File: src/design/assert_macros.svh
// ----------------------------------------------------------------------------
// Assertion macros
// Shared concurrent assertion wrappers. Each expects clk_i in scope; ASSERT_RST also expects rst_ni.
// ----------------------------------------------------------------------------
`ifndef ASSERT_MACROS_SVH
`define ASSERT_MACROS_SVH
`ifndef SYNTHESIS
// Checked on every rising edge outside reset.
`define ASSERT_RST(lbl, prop, msg) \
  lbl: assert property (@(posedge clk_i) disable iff (!rst_ni) (prop)) else $error(msg);
// Checked on every rising edge, reset included.
`define ASSERT_ALW(lbl, prop, msg) \
  lbl: assert property (@(posedge clk_i) (prop)) else $error(msg);
`else
`define ASSERT_RST(lbl, prop, msg)
`define ASSERT_ALW(lbl, prop, msg)
`endif
`endif

File: src/design/mcpg_pkg.sv
// ----------------------------------------------------------------------------
// Midpoint circle package
// Field widths, codes and the job word passed from the front to the back part.
// ----------------------------------------------------------------------------
`default_nettype none

package mcpg_pkg;

  localparam int unsigned COORD_W = 12;
  localparam int unsigned RAD_W   = 11;
  localparam int unsigned STEP_W  = 12;
  localparam int unsigned DEC_W   = 14;
  localparam int unsigned PT_W    = 14;
  localparam int unsigned COL_W   = 8;
  localparam int unsigned IDX_W   = 3;

  // Input action codes.
  localparam logic ACT_START   = 1'b0;
  localparam logic ACT_ADVANCE = 1'b1;

  // Kind of work queued for the back part.
  typedef enum logic [1:0] {
    JOB_START = 2'd0,
    JOB_LOOP  = 2'd1,
    JOB_DONE  = 2'd2
  } job_kind_e;

  // One queued job: everything needed to expand an item into its words.
  typedef struct packed {
    job_kind_e           kind;
    logic [COORD_W-1:0]  cx;
    logic [COORD_W-1:0]  cy;
    logic [RAD_W-1:0]    x;
    logic [STEP_W-1:0]   y;
    logic [COL_W-1:0]    color;
    logic                preserve;
  } job_t;

  // Index of the final output word of a job.
  function automatic logic [IDX_W-1:0] last_index(job_kind_e kind);
    logic [IDX_W-1:0] idx;
    case (kind)
      JOB_START: idx = IDX_W'(3);
      JOB_LOOP:  idx = IDX_W'(7);
      default:   idx = '0;
    endcase
    return idx;
  endfunction

endpackage

`default_nettype wire

File: src/design/mcpg_intf.sv
// ----------------------------------------------------------------------------
// Midpoint circle channels
// Valid/ready channels for input items and for plotted point words.
// ----------------------------------------------------------------------------
`default_nettype none

interface mcpg_in_if ();
  logic                         valid;
  logic                         ready;
  logic                         action;
  logic [mcpg_pkg::COORD_W-1:0] center_x;
  logic [mcpg_pkg::COORD_W-1:0] center_y;
  logic [mcpg_pkg::RAD_W-1:0]   radius;
  logic [mcpg_pkg::COL_W-1:0]   color;
  logic                         preserve_color;

  modport source (
    output valid, action, center_x, center_y, radius, color, preserve_color,
    input  ready
  );
  modport sink (
    input  valid, action, center_x, center_y, radius, color, preserve_color,
    output ready
  );
endinterface

interface mcpg_out_if ();
  logic                             valid;
  logic                             ready;
  logic signed [mcpg_pkg::PT_W-1:0] point_x;
  logic signed [mcpg_pkg::PT_W-1:0] point_y;
  logic [mcpg_pkg::COL_W-1:0]       point_color;
  logic                             point_preserve;
  logic                             point_valid;
  logic                             circle_done;
  logic                             last_of_run;

  modport source (
    output valid, point_x, point_y, point_color, point_preserve, point_valid,
           circle_done, last_of_run,
    input  ready
  );
  modport sink (
    input  valid, point_x, point_y, point_color, point_preserve, point_valid,
           circle_done, last_of_run,
    output ready
  );
endinterface

`default_nettype wire

File: src/design/mcpg_front.sv
// ----------------------------------------------------------------------------
// Midpoint circle front part
// Accepts input words, runs the midpoint decision step and queues one job.
// ----------------------------------------------------------------------------
`default_nettype none
`include "assert_macros.svh"

module mcpg_front (
  input  logic            clk_i,
  input  logic            rst_ni,
  mcpg_in_if.sink         in_i,
  output mcpg_pkg::job_t  job_o,
  output logic            push_o,
  input  logic            full_i
);
  import mcpg_pkg::*;

  logic [COORD_W-1:0] cx_q, cx_d;
  logic [COORD_W-1:0] cy_q, cy_d;
  logic [RAD_W-1:0]   x_q, x_d;
  logic [STEP_W-1:0]  y_q, y_d;
  logic [DEC_W-1:0]   p_q, p_d;
  logic [COL_W-1:0]   pen_q, pen_d;
  logic               keep_q, keep_d;
  logic               run_q, run_d;

  logic               accept;
  logic signed [12:0] x_s, y_s, x_dec, x_n;
  logic [DEC_W-1:0]   p_neg, p_pos, p_n;
  job_t               job;

  // A word is taken whenever the queue has room.
  assign in_i.ready = !full_i;
  assign accept     = in_i.valid && !full_i;
  assign push_o     = accept;
  assign job_o      = job;

  // One midpoint step on the stored state. Decision arithmetic wraps at 14 bits.
  assign x_s   = signed'({2'b00, x_q});
  assign y_s   = signed'({1'b0, y_q});
  assign x_dec = x_s - 13'sd1;
  assign p_neg = p_q + {1'b0, y_q, 1'b0} + DEC_W'(1);
  assign p_pos = p_q + {1'b0, y_q, 1'b0} - {2'b00, x_q, 1'b0} + DEC_W'(3);
  assign x_n   = p_q[DEC_W-1] ? x_s : x_dec;
  assign p_n   = p_q[DEC_W-1] ? p_neg : p_pos;

  // Build the job and the next state for the word on the input.
  always_comb begin
    cx_d   = cx_q;
    cy_d   = cy_q;
    x_d    = x_q;
    y_d    = y_q;
    p_d    = p_q;
    pen_d  = pen_q;
    keep_d = keep_q;
    run_d  = run_q;
    job    = '{kind: JOB_DONE, default: '0};
    unique case (in_i.action)
      ACT_START: begin
        cx_d   = in_i.center_x;
        cy_d   = in_i.center_y;
        x_d    = in_i.radius;
        y_d    = '0;
        p_d    = DEC_W'(1) - {3'b000, in_i.radius};
        pen_d  = in_i.color;
        keep_d = in_i.preserve_color;
        run_d  = 1'b1;
        job    = '{kind: JOB_START, cx: in_i.center_x, cy: in_i.center_y,
                   x: in_i.radius, y: '0, color: in_i.color, preserve: 1'b0};
      end
      ACT_ADVANCE: begin
        if (!run_q || (x_s < y_s)) begin
          run_d = 1'b0;
        end else begin
          p_d = p_n;
          x_d = x_n[RAD_W-1:0];
          if (x_n < y_s) begin
            run_d = 1'b0;
          end else begin
            y_d = y_q + STEP_W'(1);
            job = '{kind: JOB_LOOP, cx: cx_q, cy: cy_q, x: x_n[RAD_W-1:0],
                    y: y_q, color: pen_q, preserve: keep_q};
          end
        end
      end
      default: begin
        run_d = run_q;
      end
    endcase
  end

  // Circle state, updated once per accepted word.
  always_ff @(posedge clk_i or negedge rst_ni) begin
    if (!rst_ni) begin
      cx_q   <= '0;
      cy_q   <= '0;
      x_q    <= '0;
      y_q    <= '0;
      p_q    <= '0;
      pen_q  <= '0;
      keep_q <= 1'b0;
      run_q  <= 1'b0;
    end else if (accept) begin
      cx_q   <= cx_d;
      cy_q   <= cy_d;
      x_q    <= x_d;
      y_q    <= y_d;
      p_q    <= p_d;
      pen_q  <= pen_d;
      keep_q <= keep_d;
      run_q  <= run_d;
    end
  end

  // A job that plots points always leaves a circle running.
  `ASSERT_RST(a_points_leave_run, push_o && job.kind != JOB_DONE |=> run_q, "point job without run")

endmodule

`default_nettype wire

File: src/design/mcpg_fifo.sv
// ----------------------------------------------------------------------------
// Midpoint circle job queue
// Short register queue between the front and the back part.
// ----------------------------------------------------------------------------
`default_nettype none
`include "assert_macros.svh"

module mcpg_fifo #(
  parameter int unsigned DEPTH = 2
) (
  input  logic            clk_i,
  input  logic            rst_ni,
  input  logic            push_i,
  input  mcpg_pkg::job_t  data_i,
  output logic            full_o,
  input  logic            pop_i,
  output mcpg_pkg::job_t  data_o,
  output logic            empty_o
);
  import mcpg_pkg::*;

  localparam int unsigned PtrW = $clog2(DEPTH);
  localparam int unsigned CntW = $clog2(DEPTH + 1);

  job_t            mem_q [DEPTH];
  logic [PtrW-1:0] wr_q, rd_q;
  logic [CntW-1:0] count_q;
  logic            do_push, do_pop;

  assign full_o  = (count_q == CntW'(DEPTH));
  assign empty_o = (count_q == '0);
  assign data_o  = mem_q[rd_q];
  assign do_push = push_i && !full_o;
  assign do_pop  = pop_i && !empty_o;

  // Storage needs no reset.
  always_ff @(posedge clk_i) begin
    if (do_push) begin
      mem_q[wr_q] <= data_i;
    end
  end

  // Pointers and fill count.
  always_ff @(posedge clk_i or negedge rst_ni) begin
    if (!rst_ni) begin
      wr_q    <= '0;
      rd_q    <= '0;
      count_q <= '0;
    end else begin
      if (do_push) begin
        wr_q <= (wr_q == PtrW'(DEPTH - 1)) ? '0 : wr_q + PtrW'(1);
      end
      if (do_pop) begin
        rd_q <= (rd_q == PtrW'(DEPTH - 1)) ? '0 : rd_q + PtrW'(1);
      end
      if (do_push && !do_pop) begin
        count_q <= count_q + CntW'(1);
      end else if (do_pop && !do_push) begin
        count_q <= count_q - CntW'(1);
      end
    end
  end

  `ASSERT_ALW(a_count_bound, count_q <= CntW'(DEPTH), "queue fill count past depth")

endmodule

`default_nettype wire

File: src/design/mcpg_back.sv
// ----------------------------------------------------------------------------
// Midpoint circle back part
// Expands each queued job into point words, one per cycle while not stalled.
// ----------------------------------------------------------------------------
`default_nettype none
`include "assert_macros.svh"

module mcpg_back (
  input  logic            clk_i,
  input  logic            rst_ni,
  input  mcpg_pkg::job_t  head_i,
  input  logic            empty_i,
  output logic            pop_o,
  mcpg_out_if.source      out_o
);
  import mcpg_pkg::*;

  logic             ovalid_q;
  logic [IDX_W-1:0] idx_q;
  logic [PT_W-1:0]  px_q, px_d;
  logic [PT_W-1:0]  py_q, py_d;
  logic [COL_W-1:0] col_q, col_d;
  logic             pres_q, pres_d;
  logic             pval_q, pval_d;
  logic             done_q, done_d;
  logic             last_q;

  logic             out_free, take, is_last;
  logic [STEP_W-1:0] a_term, b_term;
  logic [PT_W-1:0]  a_off, b_off;

  // The output register frees when empty or when its word is taken.
  assign out_free = !ovalid_q || out_o.ready;
  assign take     = !empty_i && out_free;
  assign is_last  = (idx_q == last_index(head_i.kind));
  assign pop_o    = take && is_last;

  // Octant select: bit 2 swaps the axes, bit 0 negates x, bit 1 negates y.
  assign a_term = idx_q[2] ? head_i.y : {1'b0, head_i.x};
  assign b_term = idx_q[2] ? {1'b0, head_i.x} : head_i.y;
  assign a_off  = {2'b00, a_term};
  assign b_off  = {2'b00, b_term};

  always_comb begin
    px_d   = '0;
    py_d   = '0;
    col_d  = '0;
    pres_d = 1'b0;
    pval_d = 1'b0;
    done_d = 1'b1;
    if (head_i.kind != JOB_DONE) begin
      px_d   = {2'b00, head_i.cx} + (idx_q[0] ? -a_off : a_off);
      py_d   = {2'b00, head_i.cy} + (idx_q[1] ? -b_off : b_off);
      col_d  = head_i.color;
      pres_d = head_i.preserve;
      pval_d = 1'b1;
      done_d = 1'b0;
    end
  end

  // Control: output valid and word index within the current job.
  always_ff @(posedge clk_i or negedge rst_ni) begin
    if (!rst_ni) begin
      ovalid_q <= 1'b0;
      idx_q    <= '0;
    end else if (take) begin
      ovalid_q <= 1'b1;
      idx_q    <= is_last ? '0 : idx_q + IDX_W'(1);
    end else if (out_o.ready) begin
      ovalid_q <= 1'b0;
    end
  end

  // Output word register.
  always_ff @(posedge clk_i) begin
    if (take) begin
      px_q   <= px_d;
      py_q   <= py_d;
      col_q  <= col_d;
      pres_q <= pres_d;
      pval_q <= pval_d;
      done_q <= done_d;
      last_q <= is_last;
    end
  end

  assign out_o.valid          = ovalid_q;
  assign out_o.point_x        = signed'(px_q);
  assign out_o.point_y        = signed'(py_q);
  assign out_o.point_color    = col_q;
  assign out_o.point_preserve = pres_q;
  assign out_o.point_valid    = pval_q;
  assign out_o.circle_done    = done_q;
  assign out_o.last_of_run    = last_q;

  `ASSERT_RST(a_idx_in_job, !empty_i |-> idx_q <= last_index(head_i.kind), "word index past job")
  `ASSERT_RST(a_pop_rewinds, pop_o |=> idx_q == '0, "index not rewound after job")

endmodule

`default_nettype wire

File: src/design/midpoint_circle_point_generator.sv
// Midpoint circle point generator. A start word loads centre, radius, colour
// and preserve flag and yields four axis point words; each advance word runs
// one midpoint step and yields eight symmetric point words, or a single done
// word once the circle has finished. Result words leave one per cycle from a
// registered output while jobs wait and out_o.ready holds, so a start item
// fills four output words and an advance item eight (one when it ends the
// circle); the output port sets the sustained rate of advance items. The
// front accepts one input word per cycle while the QUEUE_DEPTH-entry job
// queue has room, so input and output stall independently. An accepted item
// is written into the job queue, and its first word is then loaded from the
// queue head into the output register once that register is free or read.
// ----------------------------------------------------------------------------
// Midpoint circle point generator, top level
// Front decision step, job queue and point expansion back part.
// ----------------------------------------------------------------------------
`default_nettype none

module midpoint_circle_point_generator #(
  parameter int unsigned QUEUE_DEPTH = 2
) (
  input  logic        clk_i,
  input  logic        rst_ni,
  mcpg_in_if.sink     in_i,
  mcpg_out_if.source  out_o
);
  import mcpg_pkg::*;

  job_t front_job, head_job;
  logic push, full, pop, empty;

  // Front: decision step and state.
  mcpg_front u_front (
    .clk_i  (clk_i),
    .rst_ni (rst_ni),
    .in_i   (in_i),
    .job_o  (front_job),
    .push_o (push),
    .full_i (full)
  );

  // Job queue between the two parts.
  mcpg_fifo #(
    .DEPTH (QUEUE_DEPTH)
  ) u_fifo (
    .clk_i   (clk_i),
    .rst_ni  (rst_ni),
    .push_i  (push),
    .data_i  (front_job),
    .full_o  (full),
    .pop_i   (pop),
    .data_o  (head_job),
    .empty_o (empty)
  );

  // Back: point word expansion.
  mcpg_back u_back (
    .clk_i   (clk_i),
    .rst_ni  (rst_ni),
    .head_i  (head_job),
    .empty_i (empty),
    .pop_o   (pop),
    .out_o   (out_o)
  );

endmodule

`default_nettype wire
File: src/flat_wrapper.sv
// flat-port wrapper written by rule: the top's interface ports become plain ports
module midpoint_circle_point_generator_flat import mcpg_pkg::*;
#(
  parameter int unsigned QUEUE_DEPTH = 2
)
  (clk_i, rst_ni, in_i_valid, in_i_action, in_i_center_x, in_i_center_y, in_i_radius, in_i_color, in_i_preserve_color, in_i_ready, out_o_valid, out_o_point_x, out_o_point_y, out_o_point_color, out_o_point_preserve, out_o_point_valid, out_o_circle_done, out_o_last_of_run, out_o_ready);
  mcpg_in_if in_i_i ();
  mcpg_out_if out_o_i ();
  input  logic clk_i;
  input  logic rst_ni;
  input wire logic [$bits(in_i_i.valid)-1:0] in_i_valid;
  input wire logic [$bits(in_i_i.action)-1:0] in_i_action;
  input wire logic [$bits(in_i_i.center_x)-1:0] in_i_center_x;
  input wire logic [$bits(in_i_i.center_y)-1:0] in_i_center_y;
  input wire logic [$bits(in_i_i.radius)-1:0] in_i_radius;
  input wire logic [$bits(in_i_i.color)-1:0] in_i_color;
  input wire logic [$bits(in_i_i.preserve_color)-1:0] in_i_preserve_color;
  output wire logic [$bits(in_i_i.ready)-1:0] in_i_ready;
  output wire logic [$bits(out_o_i.valid)-1:0] out_o_valid;
  output wire logic [$bits(out_o_i.point_x)-1:0] out_o_point_x;
  output wire logic [$bits(out_o_i.point_y)-1:0] out_o_point_y;
  output wire logic [$bits(out_o_i.point_color)-1:0] out_o_point_color;
  output wire logic [$bits(out_o_i.point_preserve)-1:0] out_o_point_preserve;
  output wire logic [$bits(out_o_i.point_valid)-1:0] out_o_point_valid;
  output wire logic [$bits(out_o_i.circle_done)-1:0] out_o_circle_done;
  output wire logic [$bits(out_o_i.last_of_run)-1:0] out_o_last_of_run;
  input wire logic [$bits(out_o_i.ready)-1:0] out_o_ready;
  assign in_i_i.valid = in_i_valid;
  assign in_i_i.action = in_i_action;
  assign in_i_i.center_x = in_i_center_x;
  assign in_i_i.center_y = in_i_center_y;
  assign in_i_i.radius = in_i_radius;
  assign in_i_i.color = in_i_color;
  assign in_i_i.preserve_color = in_i_preserve_color;
  assign in_i_ready = in_i_i.ready;
  assign out_o_valid = out_o_i.valid;
  assign out_o_point_x = out_o_i.point_x;
  assign out_o_point_y = out_o_i.point_y;
  assign out_o_point_color = out_o_i.point_color;
  assign out_o_point_preserve = out_o_i.point_preserve;
  assign out_o_point_valid = out_o_i.point_valid;
  assign out_o_circle_done = out_o_i.circle_done;
  assign out_o_last_of_run = out_o_i.last_of_run;
  assign out_o_i.ready = out_o_ready;
  midpoint_circle_point_generator #(.QUEUE_DEPTH(QUEUE_DEPTH)) u_core (.clk_i(clk_i), .rst_ni(rst_ni), .in_i(in_i_i), .out_o(out_o_i));
endmodule
File: config.mk
export PLATFORM = sky130hd
export DESIGN_NAME = midpoint_circle_point_generator_flat
export DESIGN_NICKNAME = d
export VERILOG_FILES = /design/src/design/mcpg_pkg.sv /design/src/design/mcpg_intf.sv /design/src/design/mcpg_front.sv /design/src/design/mcpg_fifo.sv /design/src/design/mcpg_back.sv /design/src/design/midpoint_circle_point_generator.sv /design/src/flat_wrapper.sv
export VERILOG_INCLUDE_DIRS = /design/src /design/src/design
export SDC_FILE = /design/constraint.sdc
export NUM_CORES = 1
export LEC_CHECK = 0
export BUFFER_PORTS_ARGS = -buffer_cell sky130_fd_sc_hd__clkbuf_2
export CAP_MARGIN = 10
export CORE_MARGIN = 2
export CORE_UTILIZATION = 30
export CTS_BUF_LIST = sky130_fd_sc_hd__clkbuf_8
export DETAILED_ROUTE_END_ITERATION = 7
export SYNTH_ARGS = -nofsm -noshare
export SYNTH_HDL_FRONTEND = slang
export SYNTH_SLANG_ARGS = --single-unit
File: constraint.sdc
create_clock -name clk_i -period 5 [get_ports clk_i]
set_input_delay 0.5 -clock clk_i [delete_from_list [all_inputs] [get_ports clk_i]]
set_output_delay 0.5 -clock clk_i [all_outputs]
set_load 0.005 [all_outputs]
Word-level counts from Yosys, hierarchy flattened
Memory sizes are Yosys's and may differ from the RTL's.
Index checks and enable logic that the tools add are counted.
{"block": "op_classes", "addsub": 16, "multipliers": 0, "div_mod_pow": 0, "magnitude_cmp": 2, "eq_ne": 7, "n_shift": 0, "mux": 31, "bitwise": 1, "n_reduce_logical": 23}
{"operator": "58-bit two-way mux", "count": 2}
{"operator": "58-bit case mux with 2 select lines", "count": 1}
{"operator": "14-bit two-way mux", "count": 4}
{"operator": "12-bit two-way mux", "count": 4}
{"operator": "12-bit by 14-bit adder with 14-bit output", "count": 2}
{"operator": "12-bit negator with 14-bit output", "count": 2}
{"operator": "14-bit case mux with 2 select lines", "count": 1}
{"operator": "12-bit case mux with 2 select lines", "count": 1}
{"operator": "11-bit case mux with 2 select lines", "count": 1}
{"operator": "14-bit by 1-bit adder with 14-bit output, second input constant", "count": 1}
{"operator": "14-bit by 13-bit adder with 14-bit output", "count": 1}
{"operator": "14-bit by 2-bit adder with 14-bit output, second input constant", "count": 1}
{"operator": "14-bit by 12-bit subtractor with 14-bit output", "count": 1}
{"operator": "13-bit less-than comparator", "count": 1}
{"operator": "13-bit two-way mux", "count": 1}
{"operator": "12-bit by 1-bit adder with 12-bit output, second input constant", "count": 1}
{"operator": "11-bit by 12-bit less-than comparator with 1-bit output", "count": 1}
{"operator": "1-bit by 11-bit subtractor with 12-bit output, first input constant", "count": 1}
{"operator": "11-bit by 1-bit subtractor with 12-bit output, second input constant", "count": 1}
{"operator": "11-bit two-way mux", "count": 1}
{"operator": "1-bit two-way mux", "count": 10}
{"operator": "1-bit logical AND", "count": 7}
{"operator": "1-bit zero test", "count": 6}
{"operator": "2-bit inequality test, second input constant", "count": 3}
{"operator": "18 further kinds", "count": 25}
{"block": "totals", "ff_bits": 119, "latchBits": 0, "ram_bits": 116, "mem_bits_ro": 0, "input_bits": 49, "out_inout_bits": 42, "word_cells": 101, "memories": 1}
{"memory": "u_core.u_fifo.mem_q", "depth": 2, "width": 58, "rd": 1, "rd_ports_with_merged_regs": 0, "write_ports": 1, "line": "mcpg_fifo.sv:25", "text": "job_t mem_q [DEPTH];"}

Depth between registers and ports, before layout
Gate-level depths: netlist of run 1.
An unclocked memory read counts as a cell.
{"block": "logic_depth", "word_depth": 9, "ltp_mapped": 20, "ltp_nobuf": 17}

Cells and area by module
Synthesis of run 1 repeated with hierarchy kept, for this count alone.
{"block": "unflattened", "hier_cells": 1436, "area_unflattened_um2": 14831.7}
{"module": "mcpg_front", "instances": 1, "cells_each": 813, "area_each_um2": 6433.7}
{"module": "mcpg_fifo", "instances": 1, "cells_each": 200, "area_each_um2": 4428.0}
{"module": "mcpg_back", "instances": 1, "cells_each": 423, "area_each_um2": 3970.1}

Worst setup path before layout of run 1
OpenSTA, ideal clock, no wires.
{"block": "synth_timing", "kind": "flip-flop to flip-flop", "start": "reg u_core.u_fifo.rd_q", "end": "reg u_core.u_back.py_q[11] (netlist: u_core.u_back.out_o.point_y[11]), data pin", "t_arrival_ns": 4.344, "required_time_ns": 4.734, "slack_ns": 0.391, "stages_incl_launch_ff": 20, "n_path_buf": 4, "cell_sequence": "dfrtp_1 -> buf_2 -> buf_2 -> buf_2 -> buf_2 -> mux4_2 -> inv_1 -> ha_1 -> nand2_1 -> o21ai_0 -> ha_1 -> a21o_1 -> a21oi_1 -> o21bai_1 -> a2111oi_0 -> o31ai_1 -> a21o_1 -> a21oi_1 -> xor2_1 -> nor2_1"}
{"block": "synth_between", "elab_chain_cells": 5, "word_cells_on_any_way": 6}
{"item": "start, declared", "line": "mcpg_fifo.sv:26", "text": "logic [PtrW-1:0] wr_q, rd_q;"}
{"item": "start signal, assigned", "line": "mcpg_fifo.sv:54", "text": "rd_q <= (rd_q == PtrW'(DEPTH - 1)) ? '0 : rd_q + PtrW'(1);"}
{"item": "memory read 2 x 58 bit (*)"}
{"item": "12-bit two-way mux", "line": "mcpg_back.sv:40", "text": "assign b_term = idx_q[2] ? {1'b0, head_i.x} : head_i.y;"}
{"item": "12-bit negator with 14-bit output", "line": "mcpg_back.sv:53", "text": "py_d = {2'b00, head_i.cy} + (idx_q[1] ? -b_off : b_off);"}
{"item": "14-bit two-way mux", "line": "mcpg_back.sv:53"}
{"item": "12-bit by 14-bit adder with 14-bit output", "line": "mcpg_back.sv:53"}
{"item": "end signal, assigned", "line": "mcpg_back.sv:78", "text": "py_q <= py_d;"}
{"item": "end, declared", "line": "mcpg_back.sv:21", "text": "logic [PT_W-1:0] py_q, py_d;"}
Every way passes the cells marked *; elsewhere a longest branch is shown, timed or not.
A chain may end at the register's enable or synchronous reset.

Final worst setup path of run 1
{"block": "layout_timing", "start": "reg u_core.u_front.y_q[0]", "end": "reg u_core.u_front.p_q[13]"}
{"block": "layout_between", "elab_chain_cells": 6, "word_cells_on_any_way": 11}
{"item": "start, declared", "line": "mcpg_front.sv:21", "text": "logic [STEP_W-1:0] y_q, y_d;"}
{"item": "start signal, assigned", "line": "mcpg_front.sv:107", "text": "y_q <= y_d;"}
{"item": "14-bit by 13-bit adder with 14-bit output", "line": "mcpg_front.sv:42, mcpg_front.sv:43"}
{"item": "14-bit by 12-bit subtractor with 14-bit output", "line": "mcpg_front.sv:43", "text": "assign p_pos = p_q + {1'b0, y_q, 1'b0} - {2'b00, x_q, 1'b0} + DEC_W'(3);"}
{"item": "14-bit by 2-bit adder with 14-bit output", "line": "mcpg_front.sv:43"}
{"item": "14-bit two-way mux", "line": "mcpg_front.sv:45", "text": "assign p_n = p_q[DEC_W-1] ? p_neg : p_pos;"}
{"item": "14-bit two-way mux", "line": "mcpg_front.sv:72", "text": "if (!run_q || (x_s < y_s)) begin"}
{"item": "14-bit case mux with 2 select lines", "line": "mcpg_front.sv:58", "text": "unique case (in_i.action)"}
{"item": "end signal, assigned", "line": "mcpg_front.sv:108", "text": "p_q <= p_d;"}
{"item": "end, declared", "line": "mcpg_front.sv:22", "text": "logic [DEC_W-1:0] p_q, p_d;"}
Several ways; a longest one is shown, not always the timed one. The select of a mux whose other input is x is not followed.

==> flow_results.xml, run 1 <==
<?xml version="1.0" encoding="UTF-8"?>
<metrics>
  <group name="sta">
    <metric name="report.final.setup_viol" unit="">0</metric>
    <metric name="finalWorstPathRequiredPeriod" unit="ps">4635</metric>
    <metric name="rsz0062_at_grt" unit="">no</metric>
    <metric name="timing.fmax" unit="MHz">215.7</metric>
    <metric name="timing.final.ws_setup" unit="ps">365.0</metric>
    <metric name="final.setup.tns" unit="ps">0</metric>
    <metric name="worst_clock_skew" unit="ps">49.88</metric>
    <metric name="final_hold_viol_count" unit="">0</metric>
    <metric name="slew_viol_final" unit="">0</metric>
    <metric name="worst-slew-pin-transition" unit="ps">1144</metric>
    <metric name="slew_headroom" unit="">0.2356</metric>
    <metric name="fin_crit_sh" unit="">0.9270</metric>
  </group>
  <group name="worst_setup_path">
    <metric name="worstPathCellList" unit="">ha_1, fa_1, a21o_1, a22o_1, o21ai_0, xnor2_1, ha_1, ha_1, a21oi_1, nor2_1, a311oi_1, o21ai_0, nand2b_1, mux2i_1, a31oi_1, xnor2_1, a221oi_1</metric>
    <metric name="cp_slowest_stage_delay" unit="ps">490</metric>
    <metric name="most_frequent_cell_on_the_critical_path" unit="">sky130_fd_sc_hd__ha_1</metric>
    <metric name="critPathCaptureType" unit="">flop</metric>
    <metric name="cp_max_fo" unit="">10</metric>
    <metric name="critPathKind" unit="">reg2reg</metric>
    <metric name="critPathRequiredTime" unit="ps">5490</metric>
    <metric name="path_buf_inv" unit="">0</metric>
    <metric name="arrival" unit="ps">5120</metric>
    <metric name="timing.reg2reg.setup_slack" unit="ps">360</metric>
    <metric name="worstSetupStartpointType" unit="">flop</metric>
    <metric name="cpLargestDelayFamily" unit="">compound AO/OA/AOI/OAI gates</metric>
    <metric name="cpMaxStageDelayCell" unit="">sky130_fd_sc_hd__dfrtp_1</metric>
  </group>
  <group name="place">
    <metric name="pre_cts_ws" unit="ps">441.5</metric>
    <metric name="globalplace.congestion" unit="">0.8896</metric>
    <metric name="port-buffer-count" unit="">90</metric>
    <metric name="dp.final_hpwl" unit="um">25470</metric>
  </group>
  <group name="clock_network">
    <metric name="postCtsSetupRepairBufs" unit="">0</metric>
    <metric name="clk_path_buf_depth" unit="">3</metric>
    <metric name="ctsRootBufferMaster" unit="">sky130_fd_sc_hd__clkbuf_8</metric>
    <metric name="cts.sinks" unit="">235</metric>
    <metric name="number_of_instances_resized_during_post_cts_repair" unit="">0</metric>
    <metric name="clk_latency" unit="ps">620</metric>
    <metric name="cts.htree.levels" unit="">2</metric>
    <metric name="postCtsHoldBufs" unit="">0</metric>
    <metric name="clk_transition_reported_paths" unit="ps">60</metric>
    <metric name="tritoncts" unit="">built</metric>
    <metric name="cts_made_buffers" unit="">45</metric>
  </group>
  <group name="finish">
    <metric name="footprint_of_the_multi_input_gates" unit="sq um">6706</metric>
    <metric name="flow.area_growth_from_synthesis" unit="%">15.68</metric>
    <metric name="final.fill_count" unit="">4550</metric>
    <metric name="finalCoreUtilization" unit="">0.3511</metric>
    <metric name="layout-drive-gt1-share" unit="">0.1697</metric>
    <metric name="finalNetCount" unit="">1553</metric>
    <metric name="sequential_cell_area" unit="sq um">6663</metric>
    <metric name="antennaDiodeCount" unit="">0</metric>
  </group>
  <group name="routing">
    <metric name="drt-initial-drc-count" unit="">740</metric>
    <metric name="final_antenna_net_count" unit="">0</metric>
    <metric name="via_count_normalized_by_instance_count" unit="">5.046</metric>
    <metric name="detail_route.wirelength" unit="um">36160</metric>
    <metric name="dr_vias" unit="">10340</metric>
    <metric name="route.detailed.wl_per_inst" unit="um">17.64</metric>
    <metric name="drc_errors" unit="">0</metric>
    <metric name="drt_first_pass_iters" unit="">5</metric>
  </group>
  <group name="power">
    <metric name="peak_ir_drop_on_the_vdd_network" unit="mV">0.3279</metric>
    <metric name="clkPwrFrac" unit="">0.167</metric>
    <metric name="netSwitchingPower" unit="mW">5.224</metric>
    <metric name="total_power" unit="mW">12.40</metric>
    <metric name="power_leakage" unit="nW">6.506</metric>
    <metric name="combinationalPowerShare" unit="">0.551</metric>
    <metric name="power_per_cell_area" unit="nW/um^2">778.3</metric>
    <metric name="power.sequential.fraction" unit="">0.282</metric>
    <metric name="swShare" unit="">0.4212</metric>
    <metric name="power.internal" unit="mW">7.177</metric>
  </group>
  <group name="floorplanning">
    <metric name="placement_rows" unit="">78</metric>
    <metric name="die_width" unit="um">218.3</metric>
    <metric name="die_area" unit="sq um">47640</metric>
    <metric name="dieHeight" unit="um">218.3</metric>
    <metric name="io_pins" unit="">91</metric>
    <metric name="floorplan.core_area" unit="sq um">45380</metric>
    <metric name="initial_utilization" unit="">0.3035</metric>
  </group>
  <group name="flow_run">
    <metric name="max-cap-violations" unit="">0</metric>
  </group>
  <group name="synth">
    <metric name="synth_area_per_cell" unit="sq um">10.50</metric>
    <metric name="ys.warnings.count" unit="">0</metric>
    <metric name="synth-seq-cells" unit="">235</metric>
    <metric name="post_synth_inst_count" unit="">1312</metric>
    <metric name="synth_unique_cells" unit="">63</metric>
    <metric name="synth-seq-area-share" unit="">0.4836</metric>
    <metric name="number_of_enable_flip_flop_cells_after_synthesis" unit="">156</metric>
    <metric name="postSynth.topFlopCell" unit="">sky130_fd_sc_hd__edfxtp_1</metric>
    <metric name="syn-cell-area" unit="sq um">13770</metric>
    <metric name="synthArstFlopShare" unit="">0.3362</metric>
  </group>
  <group name="hold_path">
    <metric name="hold_path.class" unit="">in2async</metric>
  </group>
  <group name="global_route">
    <metric name="grt_antenna_before_repair" unit="">1</metric>
    <metric name="grt_pass1_vias" unit="">10440</metric>
    <metric name="grt_first_pass_wirelength" unit="um">56920</metric>
    <metric name="grt_util_all_layers" unit="">0.1540</metric>
    <metric name="grt_start_max_net_pins" unit="">63</metric>
    <metric name="grt-ovfl-total" unit="">0</metric>
  </group>
  <group name="status">
    <metric name="run_status" unit="">finished, final reports clean</metric>
  </group>
</metrics>
-- cell usage in the layout (no fill, tap or decap), types with 27 or more instances in the layout --
master                        n
sky130_fd_sc_hd__inv_1       67
sky130_fd_sc_hd__nor2_1     107
sky130_fd_sc_hd__a21oi_1     62
sky130_fd_sc_hd__edfxtp_1   156
sky130_fd_sc_hd__dfrtp_1     78
sky130_fd_sc_hd__nand2_1    216
sky130_fd_sc_hd__o21ai_0     56
sky130_fd_sc_hd__clkbuf_8    47
sky130_fd_sc_hd__mux2_2      29
sky130_fd_sc_hd__nand3_1     27
sky130_fd_sc_hd__o2bb2ai_1   33
sky130_fd_sc_hd__ha_1        87
sky130_fd_sc_hd__xnor2_1     67
sky130_fd_sc_hd__clkbuf_2    88
-- path summary, 6_finish.rpt --
path	from	to	depth (start not counted)
max reg2reg	u_core.u_front.y_q[0]	u_core.u_front.p_q[13]	17
max in group asynchronous	rst_ni	u_core.u_fifo.rd_q	2
max	u_core.u_front.y_q[0]	u_core.u_front.p_q[13]	17
min in group clk_i	in_i_center_x[7]	u_core.u_front.cx_q[7]	3
min	rst_ni	u_core.u_front.p_q[3]	1
min reg2reg	u_core.u_front.keep_q	u_core.u_front.keep_q	2
-- final cells by class --
| type | instances | area share |
|---|---|---|
| inverter | 59 | 0.01390 |
| sequential | 235 | 0.4182 |
| clock buffer | 47 | 0.04060 |
| tap | 600 | 0.04712 |
| multi-input combinational | 964 | 0.4209 |
| timing repair buffer | 108 | 0.03848 |
| clock inverter | 37 | 0.02081 |
-- power groups by stage --
| stage | logic (mW) | clock network [mW] | registers [mW] |
|---|---|---|---|
| after global placement | 6.72 | 0 | 3.51 |
| after detailed placement | 6.83 | 0 | 3.53 |
| final | 6.83 | 2.07 | 3.50 |
| after floorplan | 5.21 | 0 | 3.38 |
| after global routing | 7.74 | 2.23 | 3.58 |
| after CTS | 6.87 | 2.15 | 3.50 |
-- metal layers --
layer / part of all wire / GRT usage
met1: 0.45 / 0.2026
met2: 0.46 / 0.2537
met3: 0.066 / 0.03187
met4: 0.024 / 0.04807
met5: 0 / 0
-- Yosys cell counts, types with 7 or more instances --
cell / number / share of area
sky130_fd_sc_hd__nand2_1: 216 / 0.059
sky130_fd_sc_hd__edfxtp_1: 156 / 0.34
sky130_fd_sc_hd__nor2_1: 110 / 0.030
sky130_fd_sc_hd__ha_1: 87 / 0.079
sky130_fd_sc_hd__dfrtp_1: 79 / 0.14
sky130_fd_sc_hd__xnor2_1: 67 / 0.043
sky130_fd_sc_hd__a21oi_1: 62 / 0.023
sky130_fd_sc_hd__inv_1: 58 / 0.016
sky130_fd_sc_hd__o21ai_0: 56 / 0.020
sky130_fd_sc_hd__clkbuf_1: 46 / 0.013
sky130_fd_sc_hd__o2bb2ai_1: 33 / 0.021
sky130_fd_sc_hd__mux2_2: 29 / 0.024
sky130_fd_sc_hd__nand3_1: 27 / 0.0098
sky130_fd_sc_hd__mux4_2: 22 / 0.036
sky130_fd_sc_hd__xor2_1: 22 / 0.014
sky130_fd_sc_hd__nor3_1: 21 / 0.0076
sky130_fd_sc_hd__a21o_1: 19 / 0.010
sky130_fd_sc_hd__mux2i_1: 17 / 0.012
sky130_fd_sc_hd__and3_1: 15 / 0.0068
sky130_fd_sc_hd__nand2b_1: 13 / 0.0059
sky130_fd_sc_hd__nor2b_1: 12 / 0.0055
sky130_fd_sc_hd__nor4_1: 11 / 0.0050
sky130_fd_sc_hd__o21a_1: 11 / 0.0060
sky130_fd_sc_hd__o31ai_1: 9 / 0.0049
sky130_fd_sc_hd__a211oi_1: 8 / 0.0044
sky130_fd_sc_hd__a31oi_1: 7 / 0.0032
sky130_fd_sc_hd__o21bai_1: 7 / 0.0038
sky130_fd_sc_hd__o311ai_0: 7 / 0.0045
-- cells by family (layout without fill, tap and decap cells) --
kind of cell / count (synthesis) / after routing / share of synthesized area
compound gates: 262 / 262 / 0.1274
buf+inv: 114 / 251 / 0.03143
simple gates: 452 / 452 / 0.1438
flops: 235 / 235 / 0.4836
xor+xnor: 89 / 89 / 0.05659
mux: 68 / 68 / 0.07204
fa+ha+maj: 91 / 91 / 0.08485
other cells: 1 / 2 / 0.0002723
-- registers in the layout, indices dropped and copies added, names as in the netlist, 2 cells and up --
signal and cells:
u_core.u_fifo.mem_q 116, u_core.u_back.out_o.point_x 14, u_core.u_back.out_o.point_y 14, u_core.u_front.p_q 14, u_core.u_front.cx_q 12, u_core.u_front.cy_q 12, u_core.u_front.y_q 12, u_core.u_front.x_q 11
u_core.u_back.out_o.point_color 8, u_core.u_front.pen_q 8, u_core.u_back.idx_q 3, u_core.u_fifo.count_q 2
-- per-stage QoR --
step	area [sq um]	instances	hold WS, ps
after floorplan	13780	1313	204.4
after global placement	14950	1966	450.1
after detailed placement	14950	1966	456.9
after CTS	15930	2050	48.55
after global routing	15930	2050	82.39
final	15930	2050	35.71
(Power assumes the default switching activity.)
==> inputs of run 2 (changes only) <==
- SYNTH_HIERARCHICAL: unset -> 1
==> run 2 against run 1 <==
Register-to-register slack better by 320 ps; die area up 7.5%; sequential share of layout area down 1.9 points; global-route usage shrank 0.67 points.
==> flow_results.xml, run 2 <==
<?xml version="1.0" encoding="UTF-8"?>
<metrics>
  <group name="floorplanning">
    <metric name="floorplan.core_area" unit="sq um">48850</metric>
    <metric name="initial_utilization" unit="">0.3036</metric>
    <metric name="die_area" unit="sq um">51230</metric>
    <metric name="placement_rows" unit="">81</metric>
    <metric name="io_pins" unit="">91</metric>
    <metric name="die_width" unit="um">226.4</metric>
    <metric name="dieHeight" unit="um">226.4</metric>
  </group>
  <group name="worst_setup_path">
    <metric name="worst_r2r_path_depth" unit="">17</metric>
    <metric name="cp_slowest_stage_delay" unit="ps">480</metric>
    <metric name="timing.reg2reg.setup_slack" unit="ps">690</metric>
    <metric name="critPathCaptureType" unit="">flop</metric>
    <metric name="cp_max_fo" unit="">9</metric>
    <metric name="arrival" unit="ps">4730</metric>
    <metric name="worstPathCellList" unit="">ha_1, fa_1, a21oi_1, nor2_1, o21ai_2, xor2_1, inv_1, ha_1, ha_1, and2_1, o21ai_0, o21ai_1, o41ai_1, xnor2_1, o21ai_2, xnor2_1, o221ai_1</metric>
    <metric name="worstSetupStartpointType" unit="">flop</metric>
    <metric name="critPathRequiredTime" unit="ps">5420</metric>
    <metric name="rr_endpoint" unit="">u_core/u_front/p_q[13]</metric>
    <metric name="critPathKind" unit="">reg2reg</metric>
    <metric name="path_buf_inv" unit="">1</metric>
    <metric name="cpMaxStageDelayCell" unit="">sky130_fd_sc_hd__dfrtp_1</metric>
    <metric name="most_frequent_cell_on_the_critical_path" unit="">sky130_fd_sc_hd__ha_1</metric>
    <metric name="crit-reg2reg-launch" unit="">u_core/u_front/y_q[0]</metric>
    <metric name="cpLargestDelayFamily" unit="">adder cells</metric>
  </group>
  <group name="routing">
    <metric name="via_count_normalized_by_instance_count" unit="">5.018</metric>
    <metric name="route.detailed.wl_per_inst" unit="um">17.04</metric>
    <metric name="detail_route.wirelength" unit="um">37670</metric>
    <metric name="dr_vias" unit="">11100</metric>
    <metric name="drt-initial-drc-count" unit="">845</metric>
    <metric name="drc_errors" unit="">0</metric>
    <metric name="final_antenna_net_count" unit="">0</metric>
    <metric name="drt_first_pass_iters" unit="">5</metric>
  </group>
  <group name="status">
    <metric name="run_status" unit="">finished, final reports clean</metric>
  </group>
  <group name="clock_network">
    <metric name="cts.htree.levels" unit="">2</metric>
    <metric name="cts.sinks" unit="">235</metric>
    <metric name="ctsRootBufferMaster" unit="">sky130_fd_sc_hd__clkbuf_8</metric>
    <metric name="clk_transition_reported_paths" unit="ps">70</metric>
    <metric name="cts_made_buffers" unit="">40</metric>
    <metric name="clk_latency" unit="ps">560</metric>
    <metric name="number_of_instances_resized_during_post_cts_repair" unit="">0</metric>
    <metric name="postCtsSetupRepairBufs" unit="">0</metric>
    <metric name="tritoncts" unit="">built</metric>
    <metric name="clk_path_buf_depth" unit="">3</metric>
  </group>
  <group name="sta">
    <metric name="slew_viol_final" unit="">0</metric>
    <metric name="timing.fmax" unit="MHz">232.0</metric>
    <metric name="worst-slew-pin-transition" unit="ps">819.8</metric>
    <metric name="final_hold_viol_count" unit="">0</metric>
    <metric name="rsz0062_at_grt" unit="">no</metric>
    <metric name="report.final.setup_viol" unit="">0</metric>
    <metric name="worst_clock_skew" unit="ps">34.56</metric>
    <metric name="fin_crit_sh" unit="">0.8620</metric>
    <metric name="slew_headroom" unit="">0.4535</metric>
    <metric name="finalWorstPathRequiredPeriod" unit="ps">4310</metric>
    <metric name="final.setup.tns" unit="ps">0</metric>
  </group>
  <group name="finish">
    <metric name="layout_common_cells" unit="">sky130_fd_sc_hd__edfxtp_1 (156), sky130_fd_sc_hd__nand2_1 (106), sky130_fd_sc_hd__o21ai_0 (102)</metric>
    <metric name="top_register" unit="">u_core/u_fifo/mem_q</metric>
    <metric name="antennaDiodeCount" unit="">0</metric>
    <metric name="largest_register_ffs" unit="">116</metric>
    <metric name="layout-drive-gt1-share" unit="">0.1803</metric>
    <metric name="layout_commonest_cell" unit="">sky130_fd_sc_hd__edfxtp_1</metric>
    <metric name="finalNetCount" unit="">1659</metric>
    <metric name="flow.area_growth_from_synthesis" unit="%">12.65</metric>
    <metric name="finalCoreUtilization" unit="">0.3420</metric>
  </group>
  <group name="synth">
    <metric name="synth-seq-cells" unit="">235</metric>
    <metric name="synth-simple-area-share" unit="">0.1516</metric>
    <metric name="synth_top_family_by_area" unit="">simple AND/OR/NAND/NOR gates</metric>
    <metric name="postSynth.topFlopCell" unit="">sky130_fd_sc_hd__edfxtp_1</metric>
    <metric name="synth_nets" unit="">1579</metric>
    <metric name="synthArstFlopShare" unit="">0.3362</metric>
    <metric name="post_synth_inst_count" unit="">1436</metric>
    <metric name="synth_unique_cells" unit="">103</metric>
    <metric name="synth_top_cells_by_count" unit="">sky130_fd_sc_hd__edfxtp_1 (156), sky130_fd_sc_hd__nand2_1 (107), sky130_fd_sc_hd__o21ai_0 (102)</metric>
    <metric name="ys.warnings.count" unit="">6</metric>
    <metric name="synth-seq-area-share" unit="">0.4491</metric>
    <metric name="compound_cell_area_share_of_the_yosys_netlist" unit="">0.1475</metric>
    <metric name="xor_xnor_fraction_of_synth_area" unit="">0.04775</metric>
    <metric name="synth.most_common_cell" unit="">sky130_fd_sc_hd__edfxtp_1</metric>
    <metric name="yosys.area.top_type" unit="">sky130_fd_sc_hd__edfxtp_1</metric>
    <metric name="synth_adder_area_share" unit="">0.08132</metric>
    <metric name="area_share_of_the_leading_cell_type_in_the_synthesized_netlist" unit="">0.3158</metric>
    <metric name="number_of_enable_flip_flop_cells_after_synthesis" unit="">156</metric>
    <metric name="yosys-top-cells-area" unit="">sky130_fd_sc_hd__edfxtp_1 (32%), sky130_fd_sc_hd__dfrtp_1 (13%), sky130_fd_sc_hd__ha_1 (7.6%)</metric>
    <metric name="synth_area_per_cell" unit="sq um">10.33</metric>
    <metric name="syn-cell-area" unit="sq um">14830</metric>
    <metric name="multiplexer_area_fraction_after_synthesis" unit="">0.07643</metric>
  </group>
  <group name="place">
    <metric name="globalplace.congestion" unit="">0.8949</metric>
    <metric name="dp.final_hpwl" unit="um">27270</metric>
    <metric name="port-buffer-count" unit="">90</metric>
  </group>
  <group name="global_route">
    <metric name="grt_start_max_net_pins" unit="">69</metric>
    <metric name="grt_antenna_before_repair" unit="">0</metric>
    <metric name="grt_pass1_vias" unit="">10800</metric>
    <metric name="grt_util_all_layers" unit="">0.1473</metric>
    <metric name="grt_first_pass_wirelength" unit="um">59420</metric>
    <metric name="grt-ovfl-total" unit="">0</metric>
  </group>
  <group name="hold_path">
    <metric name="hold_path.class" unit="">in2reg</metric>
    <metric name="hold-path-endpoint" unit="">u_core/u_back/out_o.valid</metric>
    <metric name="worst_hold_startpoint" unit="">out_o_ready</metric>
    <metric name="hold_path_cells" unit="">2</metric>
  </group>
  <group name="flow_run">
    <metric name="max-cap-violations" unit="">0</metric>
  </group>
</metrics>
## run 2: cell types whose count changed after synthesis, moves of 17 or more
cell	previous run	this run
sky130_fd_sc_hd__o2bb2ai_1	33	1
sky130_fd_sc_hd__xnor2_1	67	42
sky130_fd_sc_hd__nor3_1	21	38
sky130_fd_sc_hd__and2_1	2	26
sky130_fd_sc_hd__o21ai_1	0	34
sky130_fd_sc_hd__o21ai_0	56	102
sky130_fd_sc_hd__mux2_2	29	58
sky130_fd_sc_hd__mux4_2	22	0
sky130_fd_sc_hd__nand2_1	216	107
sky130_fd_sc_hd__nand3_1	27	59
sky130_fd_sc_hd__inv_1	58	82
## run 2: worst max-delay path by stage
stage                                   startpoint                         endpoint  slack [ps]  cells after the start
final                        u_core/u_front/y_q[0]           u_core/u_front/p_q[13]         690                     17
after global routing         u_core/u_front/y_q[0]           u_core/u_front/p_q[13]         300                     17
after CTS                    u_core/u_front/y_q[0]           u_core/u_front/p_q[13]         720                     17
after detailed placement     u_core/u_front/y_q[0]           u_core/u_front/p_q[13]         740                     17
after global placement          u_core/u_fifo/rd_q  u_core/u_back/out_o.point_y[11]         830                     13
after floorplan           u_core/u_fifo/count_q[0]        u_core/u_fifo/mem_q[0][0]         770                      8
## run 2: what timing repair did
action,CTS,global route
hold buffers,1,0
endpoints found under the hold margin,34,0
endpoints found under the setup margin,0,0
## run 2: logic make-up (layout without fill, tap and decap cells)
group	Yosys count	count (layout)
muxes	101	101
buffers and inverters	155	266
AOI/OAI and AO/OA	335	335
DFF	235	235
and+or+nand+nor	438	438
other	1	1
xor gates and xnor gates	77	77
adders and majority gates	94	94
## run 2: routing by layer
metal | track usage | share of wire | up-vias
li1 | - | - | 5390
met1 | 0.2026 | 0.46 | 5344
met2 | 0.2413 | 0.47 | 299
met3 | 0.02242 | 0.051 | 62
met4 | 0.03926 | 0.020 | 0
met5 | 0 | 0 | -
## run 2: layout make-up
cell class | count | area [sq um]
Clock inverter | 31 | 181.4
Multi-Input combinational cell | 1046 | 7522
Fill cell | 4974 | 32140
Clock buffer | 42 | 578.1
Timing Repair Buffer | 109 | 613.1
Tap cell | 664 | 830.8
Sequential cell | 235 | 6664
Inverter | 84 | 317.8
## run 2: stage by stage
step / worst slack, ps / hold WS [ps] / std cells / area (sq um)
after global placement: 834.6 / 463.1 / 2137 / 15940
final: 689.8 / 155.8 / 2211 / 16710
after CTS: 719.7 / 118.1 / 2211 / 16710
after global routing: 298.5 / 125.9 / 2211 / 16710
after detailed placement: 737.7 / 471.1 / 2137 / 15940
after floorplan: 765.3 / 204.4 / 1436 / 14830
Power of run 2 is not shown: default switching activity piles up to over one toggle a cycle in this logic, so the estimate is an artifact.
==> inputs of run 3 (changes only) <==
- ABC_AREA: unset -> 1
- clock period: 5 -> 5.5 ns (I/O delays scaled with it)
==> run 3 against run 2 <==
Sequential share of layout area up 0.96 points; critical path depth unchanged; register-to-register slack better by 680 ps; count of clock-buffer cells in the layout down 1; synthesized area down 1.7%; final area down 2.4%; clock skew up 9.2 ps; first-iteration DRC count down 6.7%; cell count up 15%.
==> flow_results.xml, run 3 <==
<?xml version="1.0" encoding="UTF-8"?>
<metrics>
  <group name="status">
    <metric name="run_status" unit="">finished, final reports clean</metric>
  </group>
  <group name="floorplanning">
    <metric name="initial_utilization" unit="">0.3047</metric>
    <metric name="die_area" unit="sq um">50380</metric>
    <metric name="io_pins" unit="">91</metric>
    <metric name="placement_rows" unit="">80</metric>
    <metric name="die_width" unit="um">224.4</metric>
    <metric name="dieHeight" unit="um">224.4</metric>
    <metric name="floorplan.core_area" unit="sq um">47850</metric>
  </group>
  <group name="place">
    <metric name="pre_cts_ws" unit="ps">1373</metric>
    <metric name="dp.final_hpwl" unit="um">27930</metric>
    <metric name="globalplace.congestion" unit="">0.8791</metric>
    <metric name="port-buffer-count" unit="">90</metric>
  </group>
  <group name="clock_network">
    <metric name="clk_path_buf_depth" unit="">3</metric>
    <metric name="cts.htree.levels" unit="">2</metric>
    <metric name="number_of_instances_resized_during_post_cts_repair" unit="">0</metric>
    <metric name="clk_latency" unit="ps">570</metric>
    <metric name="tritoncts" unit="">built</metric>
    <metric name="cts_made_buffers" unit="">39</metric>
    <metric name="ctsRootBufferMaster" unit="">sky130_fd_sc_hd__clkbuf_8</metric>
    <metric name="clk_transition_reported_paths" unit="ps">60</metric>
    <metric name="cts.sinks" unit="">235</metric>
  </group>
  <group name="synth">
    <metric name="compound_cell_area_share_of_the_yosys_netlist" unit="">0.1001</metric>
    <metric name="synth-simple-area-share" unit="">0.2497</metric>
    <metric name="synth_adder_area_share" unit="">0.08273</metric>
    <metric name="post_synth_inst_count" unit="">1811</metric>
    <metric name="ys.warnings.count" unit="">6</metric>
    <metric name="synthArstFlopShare" unit="">0.3362</metric>
    <metric name="synth_top_family_by_area" unit="">simple AND/OR/NAND/NOR gates</metric>
    <metric name="yosys.area.top_type" unit="">sky130_fd_sc_hd__edfxtp_1</metric>
    <metric name="number_of_enable_flip_flop_cells_after_synthesis" unit="">156</metric>
    <metric name="postSynth.topFlopCell" unit="">sky130_fd_sc_hd__edfxtp_1</metric>
    <metric name="synth-seq-cells" unit="">235</metric>
    <metric name="synth_top_cells_by_count" unit="">sky130_fd_sc_hd__nand2_1 (580), sky130_fd_sc_hd__inv_1 (210), sky130_fd_sc_hd__edfxtp_1 (156)</metric>
    <metric name="yosys-top-cells-area" unit="">sky130_fd_sc_hd__edfxtp_1 (32%), sky130_fd_sc_hd__nand2_1 (15%), sky130_fd_sc_hd__dfrtp_1 (14%)</metric>
    <metric name="synth_area_per_cell" unit="sq um">8.050</metric>
    <metric name="syn-cell-area" unit="sq um">14580</metric>
    <metric name="area_share_of_the_leading_cell_type_in_the_synthesized_netlist" unit="">0.3213</metric>
    <metric name="synth.most_common_cell" unit="">sky130_fd_sc_hd__nand2_1</metric>
    <metric name="multiplexer_area_fraction_after_synthesis" unit="">0.0006866</metric>
    <metric name="synth_nets" unit="">1954</metric>
    <metric name="synth_unique_cells" unit="">49</metric>
    <metric name="xor_xnor_fraction_of_synth_area" unit="">0.02944</metric>
    <metric name="synth-seq-area-share" unit="">0.4569</metric>
  </group>
  <group name="finish">
    <metric name="footprint_of_the_multi_input_gates" unit="sq um">6771</metric>
    <metric name="layout_commonest_cell" unit="">sky130_fd_sc_hd__nand2_1</metric>
    <metric name="layout-drive-gt1-share" unit="">0.1039</metric>
    <metric name="finalNetCount" unit="">2040</metric>
    <metric name="final.fill_count" unit="">4962</metric>
    <metric name="top_register" unit="">u_core/u_fifo/mem_q</metric>
    <metric name="sequential_cell_area" unit="sq um">6663</metric>
    <metric name="flow.area_growth_from_synthesis" unit="%">11.89</metric>
    <metric name="largest_register_ffs" unit="">116</metric>
    <metric name="layout_common_cells" unit="">sky130_fd_sc_hd__nand2_1 (579), sky130_fd_sc_hd__inv_1 (225), sky130_fd_sc_hd__edfxtp_1 (156)</metric>
  </group>
  <group name="sta">
    <metric name="fin_crit_sh" unit="">0.7506</metric>
    <metric name="final_hold_viol_count" unit="">0</metric>
    <metric name="slew_viol_final" unit="">0</metric>
    <metric name="worst_clock_skew" unit="ps">43.76</metric>
    <metric name="rsz0062_at_grt" unit="">no</metric>
    <metric name="timing.final.ws_setup" unit="ps">1371</metric>
    <metric name="worst-slew-pin-transition" unit="ps">1197</metric>
    <metric name="finalWorstPathRequiredPeriod" unit="ps">4129</metric>
    <metric name="report.final.setup_viol" unit="">0</metric>
    <metric name="timing.fmax" unit="MHz">242.2</metric>
    <metric name="final.setup.tns" unit="ps">0</metric>
    <metric name="slew_headroom" unit="">0.1991</metric>
  </group>
  <group name="worst_setup_path">
    <metric name="arrival" unit="ps">4510</metric>
    <metric name="critPathKind" unit="">reg2reg</metric>
    <metric name="cp_slowest_stage_delay" unit="ps">650</metric>
    <metric name="worstPathCellList" unit="">inv_1, nand2_1, nor2_1, nand2_1, nor3_2, nand3_1, xor2_1, ha_1, nand2_1, o21ai_0, a21oi_1, nand3b_1, a21oi_1, nand2_2, inv_2, nand2_1, o21ai_0</metric>
    <metric name="most_frequent_cell_on_the_critical_path" unit="">sky130_fd_sc_hd__nand2_1</metric>
    <metric name="cp_max_fo" unit="">35</metric>
    <metric name="critPathRequiredTime" unit="ps">5880</metric>
    <metric name="cpMaxStageDelayCell" unit="">sky130_fd_sc_hd__dfrtp_1</metric>
    <metric name="worstSetupStartpointType" unit="">flop</metric>
    <metric name="critPathCaptureType" unit="">flop</metric>
  </group>
  <group name="routing">
    <metric name="via_count_normalized_by_instance_count" unit="">4.726</metric>
    <metric name="drt-initial-drc-count" unit="">788</metric>
    <metric name="final_antenna_net_count" unit="">0</metric>
    <metric name="route.detailed.wl_per_inst" unit="um">15.15</metric>
    <metric name="drt_first_pass_iters" unit="">6</metric>
    <metric name="detail_route.wirelength" unit="um">38490</metric>
    <metric name="dr_vias" unit="">12010</metric>
    <metric name="drc_errors" unit="">0</metric>
  </group>
  <group name="global_route">
    <metric name="grt-ovfl-total" unit="">0</metric>
    <metric name="grt_start_max_net_pins" unit="">68</metric>
    <metric name="grt_first_pass_wirelength" unit="um">61690</metric>
    <metric name="grt_util_all_layers" unit="">0.1540</metric>
    <metric name="grt_pass1_vias" unit="">11660</metric>
    <metric name="grt_antenna_before_repair" unit="">1</metric>
  </group>
  <group name="flow_run">
    <metric name="max-cap-violations" unit="">0</metric>
  </group>
  <group name="hold_path">
    <metric name="hold_path.class" unit="">in2reg</metric>
  </group>
</metrics>
## run 3: worst paths after layout
kind                                         endpoint               startpoint  cells past startpoint  slack (ps)
min in group asynchronous      u_core/u_front/p_q[13]                   rst_ni                      2         450
min                           u_core/u_front/pen_q[4]            in_i_color[4]                      3         240
max in group asynchronous          u_core/u_fifo/rd_q                   rst_ni                      3        3830
max reg2reg                u_core/u_fifo/mem_q[1][41]   u_core/u_front/p_q[13]                     17        1370
max                        u_core/u_fifo/mem_q[1][41]   u_core/u_front/p_q[13]                     17        1370
min reg2reg                   u_core/u_front/pen_q[0]  u_core/u_front/pen_q[0]                      2         480
## run 3: timing repair
item,CTS,global route
buffers inserted,0,0
hold buffers,1,0
endpoints found under the setup margin,0,0
hold endpoints to repair,27,0
## run 3: layout make-up
cell class | count | share of cell area
Multi-Input combinational cell | 1302 | 0.4151
Clock inverter | 28 | 0.01143
Sequential cell | 235 | 0.4084
Clock buffer | 41 | 0.03459
Timing Repair Buffer | 101 | 0.03298
Antenna cell | 1 | 0.0001534
Tap cell | 615 | 0.04717
Inverter | 218 | 0.05016
## run 3: logic make-up after synthesis
kind of cell,count (synthesis)
simple gates,883
fa+ha+maj,94
xor+xnor,49
buf+inv,274
compound gates,274
mux,1
other cells,1
flops,235
## run 3: per-stage QoR
| step | utilization | hold slack, ps | cells | instance area, sq um |
|---|---|---|---|---|
| CTS | 0.3409 | 199.2 | 2540 | 16310 |
| floorplan | - | 254.4 | 1811 | 14580 |
| detailed placement | 0.3250 | 474.0 | 2470 | 15550 |
| global route | 0.3410 | 206.7 | 2541 | 16310 |
| global placement | 0.3250 | 463.4 | 2470 | 15550 |
| finish | 0.3410 | 244.4 | 2541 | 16310 |
## run 3: worst max-delay path: cells and delay by family (launching register included)
| family | cells | cell delay [ps] |
|---|---|---|
| simple gates | 9 | 1220 |
| fa+ha+maj | 1 | 300 |
| buf+inv | 2 | 1040 |
| flops | 1 | 650 |
| xor+xnor | 1 | 190 |
| compound gates | 4 | 520 |
## run 3: metal layers
metal / GRT usage / share of wire
met1: 0.2075 / 0.46
met2: 0.2573 / 0.47
met3: 0.02404 / 0.047
met4: 0.04144 / 0.019
met5: 0 / 0
Power of run 3 is left out for the same reason.
